File: src/rtl/egcd_pkg.sv
package egcd_pkg;

  // Operand and result field widths
  localparam int unsigned OPND_W = 31;
  localparam int unsigned OUT_W  = 32;

  // Quotient bit counter: one restoring step per operand bit
  localparam int unsigned CNT_W = 5;
  localparam logic [CNT_W-1:0] DIV_LAST_BIT = CNT_W'(OPND_W - 1);

  // Microprogram counter and step addresses
  localparam int unsigned UPC_W = 3;
  typedef logic [UPC_W-1:0] upc_t;

  localparam upc_t UPC_IDLE   = 3'd0;
  localparam upc_t UPC_TEST   = 3'd1;
  localparam upc_t UPC_DIV    = 3'd2;
  localparam upc_t UPC_UPDATE = 3'd3;
  localparam upc_t UPC_EMIT   = 3'd4;

  // Datapath operations
  typedef enum logic [2:0] {
    OP_LOAD,
    OP_INIT,
    OP_DIV,
    OP_UPDATE,
    OP_EMIT
  } dp_op_e;

  // Jump conditions
  typedef enum logic [2:0] {
    COND_ALWAYS,
    COND_IN_VALID,
    COND_R_ZERO,
    COND_CNT_ZERO,
    COND_OUT_FREE
  } cond_e;

  // One control word: operation, optional gating on the condition, jump
  typedef struct packed {
    dp_op_e op;
    logic   gated;
    cond_e  cond;
    upc_t   target;
    upc_t   next;
  } ctrl_word_t;

  // Control from sequencer to datapath
  typedef struct packed {
    dp_op_e op;
    logic   fire;
  } dp_ctrl_t;

  // Status from datapath to sequencer
  typedef struct packed {
    logic r_zero;
    logic cnt_zero;
    logic out_free;
  } dp_status_t;

  // Microprogram ROM
  function automatic ctrl_word_t ucode_rom(input upc_t addr);
    ctrl_word_t w;
    unique case (addr)
      UPC_IDLE:   w = '{OP_LOAD,   1'b1, COND_IN_VALID, UPC_TEST,   UPC_IDLE};
      UPC_TEST:   w = '{OP_INIT,   1'b0, COND_R_ZERO,   UPC_EMIT,   UPC_DIV};
      UPC_DIV:    w = '{OP_DIV,    1'b0, COND_CNT_ZERO, UPC_UPDATE, UPC_DIV};
      UPC_UPDATE: w = '{OP_UPDATE, 1'b0, COND_ALWAYS,   UPC_TEST,   UPC_TEST};
      UPC_EMIT:   w = '{OP_EMIT,   1'b1, COND_OUT_FREE, UPC_IDLE,   UPC_EMIT};
      default:    w = '{OP_LOAD,   1'b1, COND_IN_VALID, UPC_TEST,   UPC_IDLE};
    endcase
    return w;
  endfunction

endpackage

File: src/rtl/egcd_seq.sv
module egcd_seq
  import egcd_pkg::*;
(
  input  logic       clk_i,
  input  logic       rst_ni,
  input  logic       in_valid_i,
  input  dp_status_t status_i,
  output dp_ctrl_t   ctrl_o
);

  upc_t       upc_q, upc_d;
  ctrl_word_t word;
  logic       cond_true;

  // Fetch the control word of the current step
  assign word = ucode_rom(upc_q);

  // Evaluate the jump condition
  always_comb begin
    unique case (word.cond)
      COND_ALWAYS:   cond_true = 1'b1;
      COND_IN_VALID: cond_true = in_valid_i;
      COND_R_ZERO:   cond_true = status_i.r_zero;
      COND_CNT_ZERO: cond_true = status_i.cnt_zero;
      COND_OUT_FREE: cond_true = status_i.out_free;
      default:       cond_true = 1'b0;
    endcase
  end

  // Select next step and gate the operation
  always_comb begin
    upc_d       = cond_true ? word.target : word.next;
    ctrl_o.op   = word.op;
    ctrl_o.fire = !word.gated || cond_true;
  end

  // Advance the step counter
  always_ff @(posedge clk_i or negedge rst_ni) begin
    if (!rst_ni) begin
      upc_q <= UPC_IDLE;
    end else begin
      upc_q <= upc_d;
    end
  end

endmodule

File: src/rtl/egcd_dp.sv
module egcd_dp
  import egcd_pkg::*;
#(
  parameter int unsigned WIDTH = 32
) (
  input  logic              clk_i,
  input  logic              rst_ni,
  input  dp_ctrl_t          ctrl_i,
  output dp_status_t        status_o,
  input  logic [OPND_W-1:0] first_value_i,
  input  logic [OPND_W-1:0] second_value_i,
  output logic              out_valid_o,
  input  logic              out_ready_i,
  output logic [OPND_W-1:0] divisor_o,
  output logic [OUT_W-1:0]  coef_first_o,
  output logic [OUT_W-1:0]  coef_second_o
);

  // Running remainders and coefficients
  logic [OPND_W-1:0] r_old_q, r_old_d, r_new_q, r_new_d;
  logic [WIDTH-1:0]  s_old_q, s_old_d, s_new_q, s_new_d;
  logic [WIDTH-1:0]  t_old_q, t_old_d, t_new_q, t_new_d;

  // Divider state: partial remainder, dividend shifter, quotient products
  logic [OPND_W-1:0] rem_q, rem_d, dvd_q, dvd_d;
  logic [WIDTH-1:0]  qs_q, qs_d, qt_q, qt_d;
  logic [CNT_W-1:0]  cnt_q, cnt_d;

  // Output register
  logic              out_valid_q, out_valid_d;
  logic [OPND_W-1:0] divisor_q, divisor_d;
  logic [OUT_W-1:0]  coef_first_q, coef_first_d, coef_second_q, coef_second_d;

  logic [OPND_W:0]   shifted;
  logic [OPND_W+1:0] trial;
  logic              q_bit;

  // One restoring division step
  always_comb begin
    shifted = {rem_q, dvd_q[OPND_W-1]};
    trial   = {1'b0, shifted} - {2'b00, r_new_q};
    q_bit   = !trial[OPND_W+1];
  end

  // Datapath operations
  always_comb begin
    r_old_d = r_old_q;
    r_new_d = r_new_q;
    s_old_d = s_old_q;
    s_new_d = s_new_q;
    t_old_d = t_old_q;
    t_new_d = t_new_q;
    rem_d   = rem_q;
    dvd_d   = dvd_q;
    qs_d    = qs_q;
    qt_d    = qt_q;
    cnt_d   = cnt_q;
    divisor_d     = divisor_q;
    coef_first_d  = coef_first_q;
    coef_second_d = coef_second_q;
    out_valid_d   = out_valid_q && !out_ready_i;
    if (ctrl_i.fire) begin
      unique case (ctrl_i.op)
        OP_LOAD: begin
          r_old_d = first_value_i;
          r_new_d = second_value_i;
          s_old_d = WIDTH'(1);
          s_new_d = '0;
          t_old_d = '0;
          t_new_d = WIDTH'(1);
        end
        OP_INIT: begin
          rem_d = '0;
          dvd_d = r_old_q;
          qs_d  = '0;
          qt_d  = '0;
          cnt_d = DIV_LAST_BIT;
        end
        OP_DIV: begin
          rem_d = q_bit ? trial[OPND_W-1:0] : shifted[OPND_W-1:0];
          dvd_d = {dvd_q[OPND_W-2:0], 1'b0};
          qs_d  = {qs_q[WIDTH-2:0], 1'b0} + (q_bit ? s_new_q : '0);
          qt_d  = {qt_q[WIDTH-2:0], 1'b0} + (q_bit ? t_new_q : '0);
          cnt_d = cnt_q - CNT_W'(1);
        end
        OP_UPDATE: begin
          r_old_d = r_new_q;
          r_new_d = rem_q;
          s_old_d = s_new_q;
          s_new_d = s_old_q - qs_q;
          t_old_d = t_new_q;
          t_new_d = t_old_q - qt_q;
        end
        OP_EMIT: begin
          divisor_d     = r_old_q;
          coef_first_d  = OUT_W'($signed(s_old_q));
          coef_second_d = OUT_W'($signed(t_old_q));
          out_valid_d   = 1'b1;
        end
        default: begin
          out_valid_d = out_valid_q && !out_ready_i;
        end
      endcase
    end
  end

  // Hold payload registers
  always_ff @(posedge clk_i) begin
    r_old_q <= r_old_d;
    r_new_q <= r_new_d;
    s_old_q <= s_old_d;
    s_new_q <= s_new_d;
    t_old_q <= t_old_d;
    t_new_q <= t_new_d;
    rem_q   <= rem_d;
    dvd_q   <= dvd_d;
    qs_q    <= qs_d;
    qt_q    <= qt_d;
    cnt_q   <= cnt_d;
    divisor_q     <= divisor_d;
    coef_first_q  <= coef_first_d;
    coef_second_q <= coef_second_d;
  end

  // Output request valid
  always_ff @(posedge clk_i or negedge rst_ni) begin
    if (!rst_ni) begin
      out_valid_q <= 1'b0;
    end else begin
      out_valid_q <= out_valid_d;
    end
  end

  assign status_o.r_zero   = (r_new_q == '0);
  assign status_o.cnt_zero = (cnt_q == '0);
  assign status_o.out_free = !out_valid_q || out_ready_i;

  assign out_valid_o   = out_valid_q;
  assign divisor_o     = divisor_q;
  assign coef_first_o  = coef_first_q;
  assign coef_second_o = coef_second_q;

endmodule

File: src/rtl/extended_gcd_bezout.sv
// Channel  | Handshake             | Payload
// ---------+-----------------------+----------------------------------------
// input    | in_valid_i/in_ready_o | first_value_i, second_value_i
// output   | out_valid_o/out_ready_i | divisor_o, coef_first_o, coef_second_o
//
// One request at a time; in_ready_o is high only in the idle step.
// Each request runs k quotient steps (up to ~45) between its load and emit steps;
// each quotient step is one bit-serial restoring division, one step per operand
// bit, that also forms q*s and q*t by shift-add, plus a test and an update step.
// The result waits in an output register; a new request is taken while it waits.
// Reset (rst_ni low) returns the step counter to idle and drops output valid.
module extended_gcd_bezout
  import egcd_pkg::*;
#(
  parameter int unsigned WIDTH = 32
) (
  input  logic              clk_i,
  input  logic              rst_ni,
  input  logic              in_valid_i,
  output logic              in_ready_o,
  input  logic [OPND_W-1:0] first_value_i,
  input  logic [OPND_W-1:0] second_value_i,
  output logic              out_valid_o,
  input  logic              out_ready_i,
  output logic [OPND_W-1:0] divisor_o,
  output logic [OUT_W-1:0]  coef_first_o,
  output logic [OUT_W-1:0]  coef_second_o
);

  dp_ctrl_t   ctrl;
  dp_status_t status;

  // Microcode sequencer
  egcd_seq u_seq (
    .clk_i      (clk_i),
    .rst_ni     (rst_ni),
    .in_valid_i (in_valid_i),
    .status_i   (status),
    .ctrl_o     (ctrl)
  );

  // Remainder and coefficient datapath
  egcd_dp #(
    .WIDTH (WIDTH)
  ) u_dp (
    .clk_i          (clk_i),
    .rst_ni         (rst_ni),
    .ctrl_i         (ctrl),
    .status_o       (status),
    .first_value_i  (first_value_i),
    .second_value_i (second_value_i),
    .out_valid_o    (out_valid_o),
    .out_ready_i    (out_ready_i),
    .divisor_o      (divisor_o),
    .coef_first_o   (coef_first_o),
    .coef_second_o  (coef_second_o)
  );

  assign in_ready_o = (ctrl.op == OP_LOAD);

endmodule

File: config.mk
export PLATFORM = sky130hd
export DESIGN_NAME = extended_gcd_bezout
export DESIGN_NICKNAME = d
export VERILOG_FILES = /design/src/rtl/egcd_pkg.sv /design/src/rtl/egcd_seq.sv /design/src/rtl/egcd_dp.sv /design/src/rtl/extended_gcd_bezout.sv
export SDC_FILE = /design/constraint.sdc
export NUM_CORES = 1
export LEC_CHECK = 0
export ABC_AREA = 1
export BUFFER_PORTS_ARGS = -buffer_cell sky130_fd_sc_hd__buf_4
export CAP_MARGIN = 20
export CORE_MARGIN = 1.5
export CORE_UTILIZATION = 55
export CTS_CLUSTER_DIAMETER = 200
export DETAILED_ROUTE_END_ITERATION = 7
export HOLD_SLACK_MARGIN = 0.03
export PLACE_DENSITY_LB_ADDON = 0.15
export SETUP_SLACK_MARGIN = 0.3
export SLEW_MARGIN = 10
export SYNTH_ARGS = -nofsm -noshare
export SYNTH_HDL_FRONTEND = slang
export SYNTH_SLANG_ARGS = --single-unit
File: constraint.sdc
create_clock -name clk_i -period 8.1 [get_ports clk_i]
set_clock_uncertainty 0.15 [all_clocks]
set_input_delay 0.405 -clock clk_i [delete_from_list [all_inputs] [get_ports clk_i]]
set_output_delay 0.405 -clock clk_i [all_outputs]
set_load 0.03 [all_outputs]
# Word-level counts from Yosys, hierarchy flattened
# Cells that the tools add are included.
op_classes:
  bitwise_logic: 0
  order_cmp: 0
  mul: 0
  div_mod_pow: 0
  shifts: 0
  n_addsub: 6
  n_mux: 19
  reduce_logical: 15
  eq_ne: 12
op_table:
  columns: ["op", "count"]
  rows:
  - ["$pmux 32 s2", 6]
  - ["$pmux 31 s2", 4]
  - ["$add 32x32->32", 2]
  - ["$mux 32", 2]
  - ["$sub 32x32->32", 2]
  - ["$pmux 13 s4", 1]
  - ["$sub 32x31->33", 1]
  - ["$logic_not 31->1", 1]
  - ["$mux 31", 1]
  - ["$eq 3x2->1 const B", 6]
  - ["$pmux 5 s2", 1]
  - ["$eq 3x1->1 const B", 3]
  - ["$eq 3x3->1 const B", 3]
  - ["$logic_not 3->1", 2]
  - ["$reduce_and 2->1", 3]
  - ["$logic_not 5->1", 1]
  - ["$pmux 1 s5", 1]
  - ["$sub 5x1->5 const B", 1]
  - ["$reduce_bool 2->1", 2]
  - ["$logic_not 1->1", 3]
  - ["$mux 3", 1]
  - ["$logic_or 1x1->1", 2]
  - ["$mux 1", 2]
  - ["$logic_and 1x1->1", 1]
totals:
  memories: 0
  latch_bits: 0
  regBits: 420
  out_inout_bits: 97
  elab_cells: 68
  mem_bits_ro: 0
  ramBits: 0

# Longest topological paths before layout
logic_depth:
  depth_word: 6
  mapped_depth: 30
  mapped_depth_nobuf: 27

# By module
# From an unflattened synthesis, not the netlist that was laid out.
unflattened:
  hier_cells: 2964
  hier_area_um2: 25019.0
by_module_without_submodules:
  columns: ["mod", "cells_per_inst", "n_inst", "area_per_inst_um2"]
  rows:
  - ["egcd_dp", 2931, 1, 24778.8]
  - ["egcd_seq", 29, 1, 222.7]
  - ["extended_gcd_bezout", 4, 1, 17.5]

# Worst setup path after synthesis
# OpenSTA, ideal clock, no wires.
synth_path:
  kind: "register -> register"
  start: "reg u_seq.upc_q[2]"
  end: "reg u_dp.r_new_q[0] (enable)"
  path_stages_with_launch: 10
  path_buffers: 2
  setup_time_ps: 542
  slack_ps: 2368
  synth_period_minus_slack_ps: 5732
  required_time_ps: 7408
  t_arrival_ps: 5040
  path_cell_list: "dfrtp_1 > nor2_1 > inv_1 > nor2_2 > inv_1 > clkbuf_1 > clkbuf_1 > nand2_1 > nand2_1 > inv_1"
synth_via:
  elab_chain_cells: 6
  elab_cells_between_ends: 17
synth_rtl:
  columns: ["element", "line", "source"]
  rows:
  - ["from (decl)", "egcd_seq.sv:11", "upc_t upc_q, upc_d;"]
  - ["from (signal assigned)", "egcd_seq.sv:42", "upc_q <= upc_d;"]
  - ["$eq 3x3->1, or another cell as far along", "egcd_pkg.sv:64", "unique case (addr)"]
  - ["$pmux 13 s4 (*)", "egcd_pkg.sv:64", null]
  - ["$eq 3x3->1, or another cell as far along", "egcd_seq.sv:20", "unique case (word.cond)"]
  - ["$pmux 1 s5", "egcd_seq.sv:20", null]
  - ["$logic_or 1x1->1", "egcd_seq.sv:34", "ctrl_o.fire = !word.gated || cond_true;"]
  - ["$reduce_and 2->1 (no line) (*)", null, null]
  - ["to (signal assigned)", "egcd_dp.sv:110", "r_new_q <= r_new_d;"]
  - ["to (decl)", "egcd_dp.sv:20", "logic [OPND_W-1:0] r_old_q, r_old_d, r_new_q, r_new_d;"]
# Every way passes the cells marked *; elsewhere a longest branch is shown, timed or not.
# A chain may end at the register's enable or synchronous reset.

# Worst setup path in the final report
layout_path:
  start: "reg u_dp.rem_q[21]"
  end: "reg u_dp.qs_q[19], data pin"
layout_via:
  elab_chain_cells: 4
layout_rtl:
  columns: ["element", "line", "source"]
  rows:
  - ["from (decl)", "egcd_dp.sv:25", "logic [OPND_W-1:0] rem_q, rem_d, dvd_q, dvd_d;"]
  - ["from (signal assigned)", "egcd_dp.sv:115", "rem_q <= rem_d;"]
  - ["$sub 32x31->33", "egcd_dp.sv:41", "trial = {1'b0, shifted} - {2'b00, r_new_q};"]
  - ["$mux 32", "egcd_dp.sv:82", "qs_d = {qs_q[WIDTH-2:0], 1'b0} + (q_bit ? s_new_q : '0);"]
  - ["$add 32x32->32", "egcd_dp.sv:82", null]
  - ["$pmux 32 s2", "egcd_dp.sv:63", "unique case (ctrl_i.op)"]
  - ["to (signal assigned)", "egcd_dp.sv:117", "qs_q <= qs_d;"]
  - ["to (decl)", "egcd_dp.sv:26", "logic [WIDTH-1:0] qs_q, qs_d, qt_q, qt_d;"]
# Every way passes these cells.

==> results.cfg <==
[layout]
area_delta_synth_final_pct = 15.64
layout-drive-gt1-share_pct = 9.466
insertedDiodeCount = 0
nNetsFinal = 3410
mostFrequentLayoutCells = nand2_1 (694), edfxtp_1 (416), nor2_1 (387)
fin_util_pct = 64.49
final_common_cell = nand2_1

[place]
gp_congestion = 0.9533
io_buffers = 162
dpl.hpwl_microns = 51360
place_ws_ns = 2.882

[routing]
viasPerCell = 5.633
routedWlPerCell_microns = 18.73
wirelength_microns = 71600
drtPass1Iterations = 7
first_iter_violations = 1914
ant_nets = 0
vias = 21530
drc_errors = 0

[global_route]
grt_pass1_vias = 20480
grt_usage_pct = 30.35
antenna_found_initial = 0
overflow = 0
grt_max_degree = 126
grt_first_pass_wirelength_microns = 111600

[cts]
post_cts_buffers = 0
clock-sinks = 420
root_buffer = clkbuf_16
cts_buffer_depth = 3
cts_buffers = 48
clock_latency_ns = 0.61
cts_tree = done
hold_buffers = 61
cts.clk_slew.worst_paths_ns = 0.07
ctsResizeCount = 0
ctsHtreeMaxLevel = 2

[worst_setup_path]
cp.arrival_ns = 5.49
crit_path_end_kind = register
crit_fanout = 57
required_ns = 8.31
reg2reg_slack_ns = 2.82
path_class = register to register
r2r-end = u_dp.qs_q[19]
rr_worst_depth = 21
rr_startpoint = u_dp.rem_q[21]
cp-start-kind = register

[min_path]
min_from = first_value_i[17]
hold_path.class = input pin to register
holdPathEnd = u_dp.r_old_q[17]
hold_depth = 3

[synthesis]
ys_ff_latch = 420
synthCells = 2959
syn_avg_cell_area_sq_um = 8.553
syn_area_sq_um = 25310
synth_ff_type = edfxtp_1
seq_area_frac_synth_pct = 49.75
async_flop_share_pct = 0.9524
synthDistinctLibCells = 45
ys.warnings.count = 0
mappedNetlistNets = 3184
synth-edff-count = 416

[timing]
maxSlewHeadroom_pct = 26.12
finalWorstSetupSlack_ns = 2.820
hold_slack_ns = 0.05160
period_needed_ns = 5.280
setup_viol_count_final = 0
tightest_slew_ns = 1.108
fin_tns_setup_ns = 0
rsz0062_at_grt = false
maxSlewViolCount = 0
fmax_ghz = 0.1894
timing.final.crit_share_pct = 65.19
final_hold_viol_count = 0

[floorplan]
start_util_pct = 55.77
num_rows = 78
die_area_sq_um = 47310
core_area_sq_um = 45380
io_pins = 163
chipWidth_microns = 217.5
fp.dieH_microns = 217.5

[run]
cap_viol_max_count = 0

[outcome]
run_status = complete, no violations
synth_stat cells (8+ instances only):
cell      instances  area, sq um
nor2_4           40        450.4
nand2_1         695         2609
nand4_1          21        131.4
edfxtp_1        416        12490
o21ai_0         234         1171
nand3_1         107        535.5
ha_1            154         1927
nor4_1           15        93.84
a21oi_1         303         1516
clkbuf_1         40        150.1
o21a_1           12        90.09
inv_1           370         1389
xor2_1           13        113.9
o21bai_1         22        165.2
xnor2_1           8        70.07
nor3_1           37        185.2
o21ai_1           8        40.04
a21o_1           13        97.59
nor2_1          388         1456
through the flow:
step                      cell area (sq um)  cells
after global placement                27070   3674
after detailed placement              27070   3674
final                                 29270   3822
after CTS                             29270   3822
after floorplan                       25310   2959
after global routing                  29270   3822
worst max-delay path, stage by stage (launching register included):
cell      delay (ns)
edfxtp_1        0.42
ha_1            0.39
nand2_2         0.11
inv_1           0.04
a21oi_1         0.23
nand2_1         0.12
a21oi_2         0.18
nand2_4         0.35
inv_4           0.60
buf_4           0.52
nor2_4          0.04
ha_1            0.21
fa_1            0.39
nand2_1         0.10
nand2_1         0.05
o21ai_0         0.18
o21bai_1        0.21
nand3_1         0.10
nand2_1         0.10
a21boi_0        0.24
and2_1          0.16
nor2_1          0.04
worst max-delay path by stage:
stage / start / end / slack (ns) / depth (start not counted)
floorplan: u_seq.upc_q[2] / u_dp.r_new_q[0] / 2.37 / 9
global placement: u_dp.r_new_q[0] / u_dp.qs_q[31] / 3.05 / 27
detailed placement: u_dp.rem_q[21] / u_dp.qs_q[19] / 2.88 / 21
CTS: u_dp.rem_q[21] / u_dp.qs_q[19] / 2.85 / 21
global route: u_dp.r_new_q[0] / u_dp.qs_q[31] / 2.47 / 27
finish: u_dp.rem_q[21] / u_dp.qs_q[19] / 2.82 / 21
cells by family (layout without fill, tap and decap cells):
kind of cell | Yosys count | after routing | synth area share [%]
flops | 420 | 420 | 49.75
compound gates | 606 | 606 | 12.57
xor+xnor | 21 | 21 | 0.7267
fa+ha+maj | 159 | 159 | 8.009
buf+inv | 430 | 693 | 6.768
simple gates | 1323 | 1323 | 22.17
layout make-up:
class	count	area, sq um
clock buffers	53	1241
multi-input cells	2109	11020
repair buffers	233	1902
flip-flops and latches	420	12590
clock inverters	34	341.6
inverters	373	1415
well taps	600	750.7
fillers	3757	16110
layer usage:
metal / part of all wire (%) / track usage (%) / wire length (microns) / up-vias
met5: 0 / 0 / 0 / -
met4: 3.2 / 10.51 / 2280 / 0
met3: 7.4 / 5.091 / 5333 / 132
met2: 45 / 46.87 / 32020 / 876
met1: 45 / 43.32 / 31970 / 10070
li1: - / - / - / 10460
flip-flops by register name, summed over array words and instances, names as in the netlist, 31 cells and up:
signal,flops
u_dp.qt_q,32
u_dp.t_old_q,32
u_dp.s_new_q,32
u_dp.t_new_q,32
u_dp.r_new_q,31
u_dp.coef_second_o,32
u_dp.rem_q,31
u_dp.s_old_q,32
u_dp.dvd_q,31
u_dp.divisor_o,31
u_dp.r_old_q,31
u_dp.qs_q,32
u_dp.coef_first_o,32
Power is not shown: default switching activity piles up to over one toggle a cycle in this logic, so the estimate is an artifact.
